--- src/hw/rtl/dpct_pkg.sv ---
// Package for the digitizer packet cursor tracker.
// Holds the framer phase codes, register indexes and the item and result types.
// No dependencies.
package dpct_pkg;

  localparam int unsigned CharW   = 8;
  localparam int unsigned DataW   = 6;
  localparam int unsigned CoordW  = 12;
  localparam int unsigned ScreenW = 11;
  localparam int unsigned CfgIdxW = 2;
  localparam int unsigned OutW    = 56;
  localparam int unsigned SyncBit = 6;

  typedef enum logic [2:0] {
    PH_SKIP   = 3'd0,
    PH_BTN    = 3'd1,
    PH_XLO    = 3'd2,
    PH_XHI    = 3'd3,
    PH_YLO    = 3'd4,
    PH_YHI    = 3'd5,
    PH_UNUSED = 3'd6,
    PH_HUNT   = 3'd7
  } phase_e;

  typedef enum logic [CfgIdxW-1:0] {
    CFG_CURSOR_ENABLE  = 2'd0,
    CFG_TABLET_RUNNING = 2'd1,
    CFG_NO_PLOT        = 2'd2,
    CFG_NONE           = 2'd3
  } cfg_idx_e;

  typedef struct packed {
    logic               we;
    logic [CfgIdxW-1:0] idx;
    logic               wdata;
  } cfg_wr_t;

  typedef struct packed {
    logic [CharW-1:0] rx_char;
    logic             rx_error;
  } item_t;

  typedef struct packed {
    logic               move_cursor;
    logic [ScreenW-1:0] cursor_y;
    logic [ScreenW-1:0] cursor_x;
    logic               buttons_changed;
    logic [DataW-1:0]   buttons;
    logic [CoordW-1:0]  pos_y;
    logic [CoordW-1:0]  pos_x;
  } result_t;

endpackage

--- src/hw/rtl/dpct_in_reg.sv ---
// Input register stage of the digitizer packet cursor tracker.
// Depends on dpct_pkg for the item type.
module dpct_in_reg (
  input  logic          clk_i,
  input  logic          rst_ni,
  input  logic          in_valid_i,
  output logic          in_ready_o,
  input  dpct_pkg::item_t in_item_i,
  input  logic          advance_i,
  output logic          valid_o,
  output dpct_pkg::item_t item_o
);
  import dpct_pkg::*;

  logic  valid_q, valid_d;
  item_t item_q;
  logic  load;

  assign in_ready_o = !valid_q || advance_i;
  assign load       = in_valid_i && in_ready_o;

  always_comb begin
    valid_d = valid_q;
    if (load) begin
      valid_d = 1'b1;
    end else if (advance_i) begin
      valid_d = 1'b0;
    end
  end

  always_ff @(posedge clk_i or negedge rst_ni) begin
    if (!rst_ni) begin
      valid_q <= 1'b0;
    end else begin
      valid_q <= valid_d;
    end
  end

  always_ff @(posedge clk_i) begin
    if (load) begin
      item_q <= in_item_i;
    end
  end

  assign valid_o = valid_q;
  assign item_o  = item_q;

endmodule

--- src/hw/rtl/dpct_core.sv ---
// Packet framer and cursor tracker core: phase, packet and cursor state.
// Depends on dpct_pkg for phase codes, register indexes and types.
module dpct_core (
  input  logic              clk_i,
  input  logic              rst_ni,
  input  dpct_pkg::cfg_wr_t cfg_i,
  input  logic              valid_i,
  input  dpct_pkg::item_t   item_i,
  input  logic              fire_i,
  output logic              emit_o,
  output dpct_pkg::result_t result_o
);
  import dpct_pkg::*;

  logic               cur_en_q, run_q, no_plot_q;
  phase_e             phase_q, phase_d, ph;
  logic [DataW-1:0]   tbtn_q, tbtn_d, lbtn_q, lbtn_d;
  logic [CoordW-1:0]  tx_q, tx_d, ty_q, ty_d, lx_q, lx_d, ly_q, ly_d;
  logic [ScreenW-1:0] sx_q, sx_d, sy_q, sy_d;
  logic [DataW-1:0]   d;
  logic [CoordW-1:0]  ty_new;
  logic               track, move;
  logic [ScreenW-1:0] sx_new, sy_new;

  function automatic logic [ScreenW-1:0] half_toward(logic [CoordW-1:0] now,
                                                      logic [CoordW-1:0] prev,
                                                      logic [ScreenW-1:0] held);
    logic [CoordW:0] inc;
    inc = {1'b0, now} + {{CoordW{1'b0}}, 1'b1};
    if (now < prev) begin
      return inc[ScreenW:1];
    end else if (now > prev) begin
      return now[CoordW-1:1];
    end
    return held;
  endfunction

  function automatic logic far_apart(logic [CoordW-1:0] a, logic [CoordW-1:0] b);
    logic [CoordW-1:0] diff;
    diff = (a > b) ? (a - b) : (b - a);
    return diff > CoordW'(1);
  endfunction

  assign d      = item_i.rx_char[DataW-1:0];
  assign ph     = item_i.rx_char[SyncBit] ? PH_BTN : phase_q;
  assign ty_new = {d, ty_q[DataW-1:0]};
  assign track  = cur_en_q && run_q;
  assign sx_new = track ? half_toward(tx_q, lx_q, sx_q) : sx_q;
  assign sy_new = track ? half_toward(ty_new, ly_q, sy_q) : sy_q;
  assign move   = track && !no_plot_q && (far_apart(lx_q, tx_q) || far_apart(ly_q, ty_new));

  assign emit_o = valid_i && !item_i.rx_error && (ph == PH_YHI);

  always_comb begin
    phase_d = phase_q;
    tbtn_d  = tbtn_q;
    tx_d    = tx_q;
    ty_d    = ty_q;
    lx_d    = lx_q;
    ly_d    = ly_q;
    lbtn_d  = lbtn_q;
    sx_d    = sx_q;
    sy_d    = sy_q;
    if (fire_i) begin
      if (item_i.rx_error) begin
        phase_d = PH_HUNT;
      end else begin
        case (ph)
          PH_SKIP: begin
            phase_d = PH_BTN;
          end
          PH_BTN: begin
            tbtn_d  = d;
            phase_d = PH_XLO;
          end
          PH_XLO: begin
            tx_d    = {{(CoordW-DataW){1'b0}}, d};
            phase_d = PH_XHI;
          end
          PH_XHI: begin
            tx_d    = {d, tx_q[DataW-1:0]};
            phase_d = PH_YLO;
          end
          PH_YLO: begin
            ty_d    = {{(CoordW-DataW){1'b0}}, d};
            phase_d = PH_YHI;
          end
          PH_YHI: begin
            ty_d    = ty_new;
            lx_d    = tx_q;
            ly_d    = ty_new;
            lbtn_d  = tbtn_q;
            sx_d    = sx_new;
            sy_d    = sy_new;
            phase_d = PH_BTN;
          end
          // The unused phase drops a non-sync character and hunts.
          PH_UNUSED: begin
            phase_d = PH_HUNT;
          end
          default: begin
            phase_d = PH_HUNT;
          end
        endcase
      end
    end
  end

  always_comb begin
    result_o.pos_x           = tx_q;
    result_o.pos_y           = ty_new;
    result_o.buttons         = tbtn_q;
    result_o.buttons_changed = (tbtn_q != lbtn_q);
    result_o.cursor_x        = sx_new;
    result_o.cursor_y        = sy_new;
    result_o.move_cursor     = move;
  end

  always_ff @(posedge clk_i or negedge rst_ni) begin
    if (!rst_ni) begin
      cur_en_q  <= 1'b0;
      run_q     <= 1'b1;
      no_plot_q <= 1'b0;
      phase_q   <= PH_SKIP;
      tbtn_q    <= '0;
      tx_q      <= '0;
      ty_q      <= '0;
      lx_q      <= '0;
      ly_q      <= '0;
      lbtn_q    <= '0;
      sx_q      <= '0;
      sy_q      <= '0;
    end else begin
      if (cfg_i.we) begin
        case (cfg_idx_e'(cfg_i.idx))
          CFG_CURSOR_ENABLE:  cur_en_q  <= cfg_i.wdata;
          CFG_TABLET_RUNNING: run_q     <= cfg_i.wdata;
          CFG_NO_PLOT:        no_plot_q <= cfg_i.wdata;
          default: ;
        endcase
      end
      phase_q <= phase_d;
      tbtn_q  <= tbtn_d;
      tx_q    <= tx_d;
      ty_q    <= ty_d;
      lx_q    <= lx_d;
      ly_q    <= ly_d;
      lbtn_q  <= lbtn_d;
      sx_q    <= sx_d;
      sy_q    <= sy_d;
    end
  end

endmodule

--- src/hw/rtl/dpct_out_reg.sv ---
// Result register of the digitizer packet cursor tracker.
// Depends on dpct_pkg for the result type and output width.
module dpct_out_reg (
  input  logic              clk_i,
  input  logic              rst_ni,
  input  logic              load_i,
  input  dpct_pkg::result_t result_i,
  output logic              out_valid_o,
  input  logic              out_ready_i,
  output logic [dpct_pkg::OutW-1:0] out_data_o
);
  import dpct_pkg::*;

  logic    valid_q, valid_d;
  result_t data_q;

  always_comb begin
    valid_d = valid_q;
    if (load_i) begin
      valid_d = 1'b1;
    end else if (out_ready_i) begin
      valid_d = 1'b0;
    end
  end

  always_ff @(posedge clk_i or negedge rst_ni) begin
    if (!rst_ni) begin
      valid_q <= 1'b0;
    end else begin
      valid_q <= valid_d;
    end
  end

  always_ff @(posedge clk_i) begin
    if (load_i) begin
      data_q <= result_i;
    end
  end

  assign out_valid_o = valid_q;
  assign out_data_o  = {{(OutW - $bits(result_t)){1'b0}}, data_q};

endmodule

--- src/hw/rtl/digitizer_packet_cursor_tracker_top.sv ---
// Top level of the digitizer packet cursor tracker.
// Depends on dpct_pkg, dpct_in_reg, dpct_core and dpct_out_reg.

// Takes one received tablet character per cycle and frames five-character
// packets; a sync character (bit 6 set) restarts a packet and a character with
// the receive error flag makes the framer hunt for the next sync. Only the fifth
// character of a packet produces a result. A character is taken into the input
// register and processed by the core; its result goes to the result register
// on the master side, and a fifth character stalls while an untaken result
// waits. The sustained rate is one character per cycle when no such stall
// occurs, set by the framer and cursor state update between the two registers.
// Configuration writes take effect at the next edge and belong to idle periods.
module digitizer_packet_cursor_tracker_top (
  input  logic                        clk_i,
  input  logic                        rst_ni,
  input  logic                        cfg_we_i,
  input  logic [dpct_pkg::CfgIdxW-1:0] cfg_idx_i,
  input  logic                        cfg_wdata_i,
  input  logic                        s_axis_tvalid,
  output logic                        s_axis_tready,
  // tdata: [7:0] rx_char
  input  logic [7:0]                  s_axis_tdata,
  // tuser: [0] rx_error
  input  logic                        s_axis_tuser,
  output logic                        m_axis_tvalid,
  input  logic                        m_axis_tready,
  // tdata: [11:0] pos_x, [23:12] pos_y, [29:24] buttons, [30] buttons_changed,
  // [41:31] cursor_x, [52:42] cursor_y, [53] move_cursor, [55:54] zero
  output logic [dpct_pkg::OutW-1:0]   m_axis_tdata
);
  import dpct_pkg::*;

  cfg_wr_t cfg;
  item_t   s_item, item;
  result_t result;
  logic    item_valid, emit, advance;

  assign cfg.we    = cfg_we_i;
  assign cfg.idx   = cfg_idx_i;
  assign cfg.wdata = cfg_wdata_i;

  assign s_item.rx_char  = s_axis_tdata;
  assign s_item.rx_error = s_axis_tuser;

  // A character that produces no result may move on even while a result waits.
  assign advance = item_valid && (!emit || !m_axis_tvalid || m_axis_tready);

  dpct_in_reg u_in_reg (
    .clk_i      (clk_i),
    .rst_ni     (rst_ni),
    .in_valid_i (s_axis_tvalid),
    .in_ready_o (s_axis_tready),
    .in_item_i  (s_item),
    .advance_i  (advance),
    .valid_o    (item_valid),
    .item_o     (item)
  );

  dpct_core u_core (
    .clk_i    (clk_i),
    .rst_ni   (rst_ni),
    .cfg_i    (cfg),
    .valid_i  (item_valid),
    .item_i   (item),
    .fire_i   (advance),
    .emit_o   (emit),
    .result_o (result)
  );

  dpct_out_reg u_out_reg (
    .clk_i       (clk_i),
    .rst_ni      (rst_ni),
    .load_i      (advance && emit),
    .result_i    (result),
    .out_valid_o (m_axis_tvalid),
    .out_ready_i (m_axis_tready),
    .out_data_o  (m_axis_tdata)
  );

  a_emit_shows: assert property (@(posedge clk_i) disable iff (!rst_ni)
    (advance && emit) |=> m_axis_tvalid)
    else $error("emitted result did not reach the output register");

  a_hold_input: assert property (@(posedge clk_i) disable iff (!rst_ni)
    (item_valid && !advance) |=> (item_valid && $stable(item)))
    else $error("stalled character in the input register was lost or changed");

  a_ready_only_when_free: assert property (@(posedge clk_i) disable iff (!rst_ni)
    !s_axis_tready |-> (item_valid && !advance))
    else $error("input stalled while the input register could take a request");

  a_pad_zero: assert property (@(posedge clk_i) disable iff (!rst_ni)
    m_axis_tvalid |-> (m_axis_tdata[OutW-1:$bits(result_t)] == '0))
    else $error("output padding bits are not zero");

endmodule
--- config.mk ---
export PLATFORM = sky130hd
export DESIGN_NAME = digitizer_packet_cursor_tracker_top
export DESIGN_NICKNAME = d
export VERILOG_FILES = /design/src/hw/rtl/dpct_pkg.sv /design/src/hw/rtl/dpct_in_reg.sv /design/src/hw/rtl/dpct_core.sv /design/src/hw/rtl/dpct_out_reg.sv /design/src/hw/rtl/digitizer_packet_cursor_tracker_top.sv
export SDC_FILE = /design/constraint.sdc
export NUM_CORES = 1
export LEC_CHECK = 0
export BUFFER_PORTS_ARGS = -buffer_cell sky130_fd_sc_hd__buf_2
export CAP_MARGIN = 20
export CORE_MARGIN = 10
export CORE_UTILIZATION = 41
export CTS_BUF_LIST = sky130_fd_sc_hd__clkbuf_4 sky130_fd_sc_hd__clkbuf_8
export DETAILED_ROUTE_END_ITERATION = 6
export GPL_TIMING_DRIVEN = 0
export HOLD_SLACK_MARGIN = 0.08
export PLACE_DENSITY_LB_ADDON = 0.2
export SLEW_MARGIN = 40
export SYNTH_ARGS = -nofsm -noshare
export SYNTH_HDL_FRONTEND = slang
export SYNTH_SLANG_ARGS = --single-unit
--- constraint.sdc ---
create_clock -name clk_i -period 6.5 [get_ports clk_i]
set_input_delay 0.325 -clock clk_i [delete_from_list [all_inputs] [get_ports clk_i]]
set_output_delay 0.325 -clock clk_i [all_outputs]
set_load 0.005 [all_outputs]
Word level (Yosys, flattened, before mapping):

Index checks and enable logic that the tools add are counted.

* flip-flop bits (word level): 146
* logic and storage cells: 103
* input port bits: 17
* output and inout port bits: 58

* reductions and logical operators: 31
* equal/unequal tests: 8
* add/sub/neg operators: 6
* muxes and demuxes: 23
* bitwise gates (word level): 3
* magnitude comparators: 8

Operator list (number)
* $mux W11: 8
* $gt A12 B12 Y1: 4
* $sub A12 B12 Y12: 4
* $add A12 B1 Y12 const B: 2
* $gt A12 B1 Y1 const B: 2
* $lt A12 B12 Y1: 2
* $mux W12: 2
* $pmux W12 S2: 1
* $pmux W3 S5: 1
* $pmux W6 S2: 1
* $reduce_and A3 Y1: 3
* $logic_and A1 B1 Y1: 8
* $mux W1: 8
* $reduce_and A4 Y1: 2
* $eq A3 B2 Y1 const B: 2
* $eq A3 B3 Y1 const B: 2
* $mux W3: 2
* $ne A6 B6 Y1: 1
* $reduce_and A2 Y1: 3
* $reduce_bool A2 Y1: 3
* $logic_not A1 Y1: 5
* $logic_or A1 B1 Y1: 4
* $eq A3 B1 Y1 const B: 1
* $logic_not A3 Y1: 1
* 5 further kinds: 7

Logic depth before layout (Yosys ltp):

* word-level depth: 10
* depth in mapped cells: 13
* depth with buffers taken out: 12

Modules after synthesis:

Synthesis repeated with hierarchy kept, for this count alone.

* cell total of the unflattened synthesis: 883
* area, all modules: 8385.5 um^2

By module, submodules not included
* dpct_core: cells each 806, seq. area each 2053.2 um^2, times used 1, area an instance 6352.3 um^2
* dpct_out_reg: cells each 60, seq. area each 1646.6 um^2, times used 1, area an instance 1676.6 um^2
* dpct_in_reg: cells each 13, seq. area each 295.3 um^2, times used 1, area an instance 324.1 um^2
* digitizer_packet_cursor_tracker_top: cells each 4, seq. area each 0.0 um^2, times used 1, area an instance 32.5 um^2

Least setup slack after synthesis:

No wires, ideal clock.

* path kind: register to register
* start: reg u_in_reg.item_q, in the netlist u_in_reg.item_o[7]
* end: reg u_out_reg.data_q, in the netlist u_out_reg.out_data_o[0] (enable)
* buffers on the path: 2
* stages on the path, launching flop included: 9
* path slack: 3.009 ns
* setup time: 0.437 ns
* arrival: 3.054 ns
* clock period less this slack: 3.491 ns
* required time: 6.063 ns
* path through: edfxtp_1 -> nor2_1 -> nand3_1 -> nor3_1 -> nand2b_1 -> or3_1 -> inv_2 -> buf_2 -> clkbuf_1

* word-level cells in the longest chain between the ends: 8

RTL lines
* start: declaration: line dpct_in_reg.sv:16 `item_t item_q;`
* start signal: assignment: line dpct_in_reg.sv:41 `item_q <= in_item_i;`
* $mux W3 *: line dpct_core.sv:45 `assign ph = item_i.rx_char[SyncBit] ? PH_BTN : phase_q;`
* $eq A3 B3 Y1 *: line dpct_core.sv:52 `assign emit_o = valid_i && !item_i.rx_error && (ph == PH_YHI);`
* $logic_and A1 B1 Y1 *: line dpct_core.sv:52
* $logic_not A1 Y1: line digitizer_packet_cursor_tracker_top.sv:46 `assign advance = item_valid && (!emit || !m_axis_tvalid || m_axis_tready);`
* $logic_or A1 B1 Y1 (2 in a row): line digitizer_packet_cursor_tracker_top.sv:46
* $logic_and A1 B1 Y1: line digitizer_packet_cursor_tracker_top.sv:46
* $logic_and A1 B1 Y1 *: line digitizer_packet_cursor_tracker_top.sv:73 `.load_i (advance && emit),`
* net u_out_reg.load_i: line dpct_out_reg.sv:6 `input logic load_i,`
* end signal: assignment: line dpct_out_reg.sv:36 `data_q <= result_i;`
* end: declaration: line dpct_out_reg.sv:15 `result_t data_q;`

Mark *: on every way through the listed nets, which the timed path passes. The rest lies on a longest branch.
A chain may end at the register's enable or synchronous reset.

==> impl_results.md <==
* Synth area leaders: dfrtp_1, edfxtp_1, ha_1
* Synth area leader: dfrtp_1
* Synth Cell Area at 0.00846 mm2
* Drt first pass iters at 5
* All-Layer GR Usage at 16.1%
* Total CTS buffers at 17
* RSZ-0062 raised after global routing: false
* PwrDens at 403 mW/mm2
* Setup TNS at 0 ns
* Commonest cells in the netlist: dfrtp_1, nand2_1, o21ai_0, edfxtp_1, inv_1
* Final setup fails at 0
* DR DRC count at 0
* Full die area at 0.0268 mm2
* Synth unique cells at 79
* Via count at 6449
* Wire per inst at 17.4 um
* Crit share post-route at 54.9%
* Antenna cells at 0
* Area grow syn2layout at 14.7%
* CP max stage delay at 0.66 ns
* Mux contribution to synthesized area at 5.93%
* First-pass GRT wire length at 34.6 mm
* Post-synthesis xor/xnor area fraction at 4.14%
* Clk_lat worst skew at 0.46 ns
* Main combinational cell family by area after synthesis: compound AO/OA/AOI/OAI gates
* Compound-gate portion of the synthesized area at 15.3%
* Initial DRC Count at 364
* Final wirelength at 21.3 mm
* Worst VDD drop at 0.177 mV
* Root buffer cell: clkbuf_8
* Gate count of the mapped netlist at 836
* Rows at 52
* PostCTS Resize Cnt at 0
* Number of flops mapped to enable cells by yosys at 62
* GPL Wtd Cong at 0.873
* Max clock buf depth at 2
* Worst setup SP type: flip-flop
* CTS tree: yes
* Fin Hold WS at 0.117 ns
* Slew Limit Fails at 0
* Share of layout cells above drive strength 1 at 18.9%
* ANT nets after route at 0
* Yosys top cell area share at 24.6%
* Crit-path slowest cell: edfxtp_1
* Layout fillers at 1880
* Die Span X at 164 um
* Worst-Margin Slew at 0.666 ns
* # clock sinks at 146
* CP Capture Type: flip-flop
* GRT Residual Overflow at 0
* Syn. warnings at 0
* Count leader, synth: dfrtp_1
* Die H at 164 um
* Register area share after synthesis at 46.9%
* Worst clock skew at 0.0174 ns
* Period minus WS final at 3.57 ns
* FFs w/ async S/R, synth at 57.5%
* Starting Density at 41.8%
* Class of the worst hold path: input port to flip-flop
* Final nets at 1010
* Post-CTS Hold Fix Bufs at 10
* Placeable Area at 0.0202 mm2
* Slew HR at 55.5%
* Pleak at 4.18 nW
* Initial antenna violation count at 0
* Crit path cell chain: inv_1 -> ha_1 -> buf_2 -> nand4_2 -> or3_1 -> nor2b_1 -> a22oi_2 -> nand4_1 -> or4_1 -> o41ai_1 -> a41oi_1
* Maxcap violations at 0
* Fmax at 280 MHz
* Clk slew on worst S/H paths at 0.10 ns
* Status: finished clean
* Worst-path maximum fanout at 10
* Mean Syn Cell Area at 10.1 um2
* #FFs+latches synth at 146
* HPWL Detailed at 15.6 mm
* Number of global-route vias before repair at 6416
* Synth Area in Simple Gates at 14.4%
* Hold Vio Cnt, Final at 0
* Top_reg_cell synth: dfrtp_1
* Crit path DAT at 3.76 ns
* IO Pins at 75
* IO Port Bufs at 71
* # H-tree levels at 4
* Drt via density at 5.28
* Post-synthesis adder-cell area fraction at 8.34%
* WP data required at 6.69 ns
* Seq. cell area at 0.00397 mm2
* CP Class: flip-flop to flip-flop
* Postcts setup bufs at 0
* Largest net degree at the start of global routing at 55
* Area occupied by multi-input gates at 0.00408 mm2
==> state kept, by name, indices dropped and copies added, names as in the netlist, 6 cells and up <==
signal / count
u_core.lbtn_q: 6
u_core.tbtn_q: 6
u_core.ty_q: 6
u_out_reg.out_data_o: 54
u_in_reg.item_o: 8
u_core.lx_q: 12
u_core.sx_q: 11
u_core.ly_q: 12
u_core.sy_q: 11
u_core.tx_q: 12
==> kinds of logic after synthesis <==
logic type,after synthesis
adder cells (fa/ha/maj),54
other,1
XOR/XNOR,40
AO/OA/AOI/OAI,203
flip-flops,146
AND/OR/NAND/NOR,247
buffers and inverters,99
multiplexers,46
==> worst paths after layout <==
path	cells past startpoint	end	start	slack [ns]
hold reg to reg	2	u_core.sx_q[0]	u_core.sx_q[0]	0.49
max in group asynchronous	3	u_core.tx_q[4]	rst_ni	5.62
min in group asynchronous	2	u_core.phase_q[1]	rst_ni	0.30
setup / recovery	11	u_out_reg.out_data_o[53]	u_in_reg.item_o[2]	2.93
hold / removal	2	u_core.cur_en_q	cfg_wdata_i	0.12
setup reg to reg	11	u_out_reg.out_data_o[53]	u_in_reg.item_o[2]	2.93
==> per-layer routing <==
metal	up-vias	part of all wire (%)	GRT usage, %
met5	-	0	0
met4	0	1.4	4.67
met3	18	3.8	3.30
met2	125	49	26.8
met1	3135	46	20.7
li1	3171	-	-
==> critical path, delay by kind of cell, from the launching register on <==
family / cells / cell delay [ns]
adder cells (fa/ha/maj): 1 / 0.32
AND/OR/NAND/NOR: 5 / 1.36
flip-flops: 1 / 0.66
buffers and inverters: 2 / 0.42
AO/OA/AOI/OAI: 3 / 0.52
==> final cells by class <==
type                            count  area share (%)
Sequential cell                   146            40.9
Inverter                           63            2.44
Multi-Input combinational cell    592            42.1
Buffer                             36            1.90
Clock inverter                     15            1.52
Timing Repair Buffer               83            5.25
Clock buffer                       17            2.41
Tap cell                          270            3.48
==> stage by stage <==
stage / instance area [um2] / instances / util (%) / power [W] / setup slack [ns]
4_1_cts: 9700 / 1222 / 47.9 / 0.00392 / 2.94
3_3_place_gp: 9150 / 1178 / 45.2 / 0.00318 / 1.65
2_1_floorplan: 8460 / 837 / - / 0.00274 / 3.01
6_report: 9700 / 1222 / 47.9 / 0.00391 / 2.93
5_1_grt: 9700 / 1222 / 47.9 / 0.00423 / 2.69
3_5_place_dp: 9220 / 1180 / 45.5 / 0.00319 / 2.96
==> power breakdown <==
group	internal [W]	switching (W)
Clock	0.000314	0.000395
Combinational	0.000816	0.00113
Sequential	0.00111	0.000146
==> placed cells by master, fill, tap and decap left out, types with 7 or more instances in the layout <==
master         Yosys  layout
dfrtp_1           83      83
buf_2             12      82
nand2_1           77      77
o21ai_0           66      66
inv_1             62      62
edfxtp_1          62      62
a21oi_1           60      60
nor2_1            53      53
ha_1              50      50
mux2_2            31      31
xnor2_1           27      27
nand3_1           23      23
nor3_1            21      20
clkbuf_8           0      17
clkbuf_1          16      15
xor2_1            13      13
mux2i_1           13      13
nand2b_1          11      11
nand4_1           10      10
dlygate4sd3_1      0      10
a21o_1             9       9
nor2b_1            7       7
Note: power is estimated with default switching activity, not from simulation.
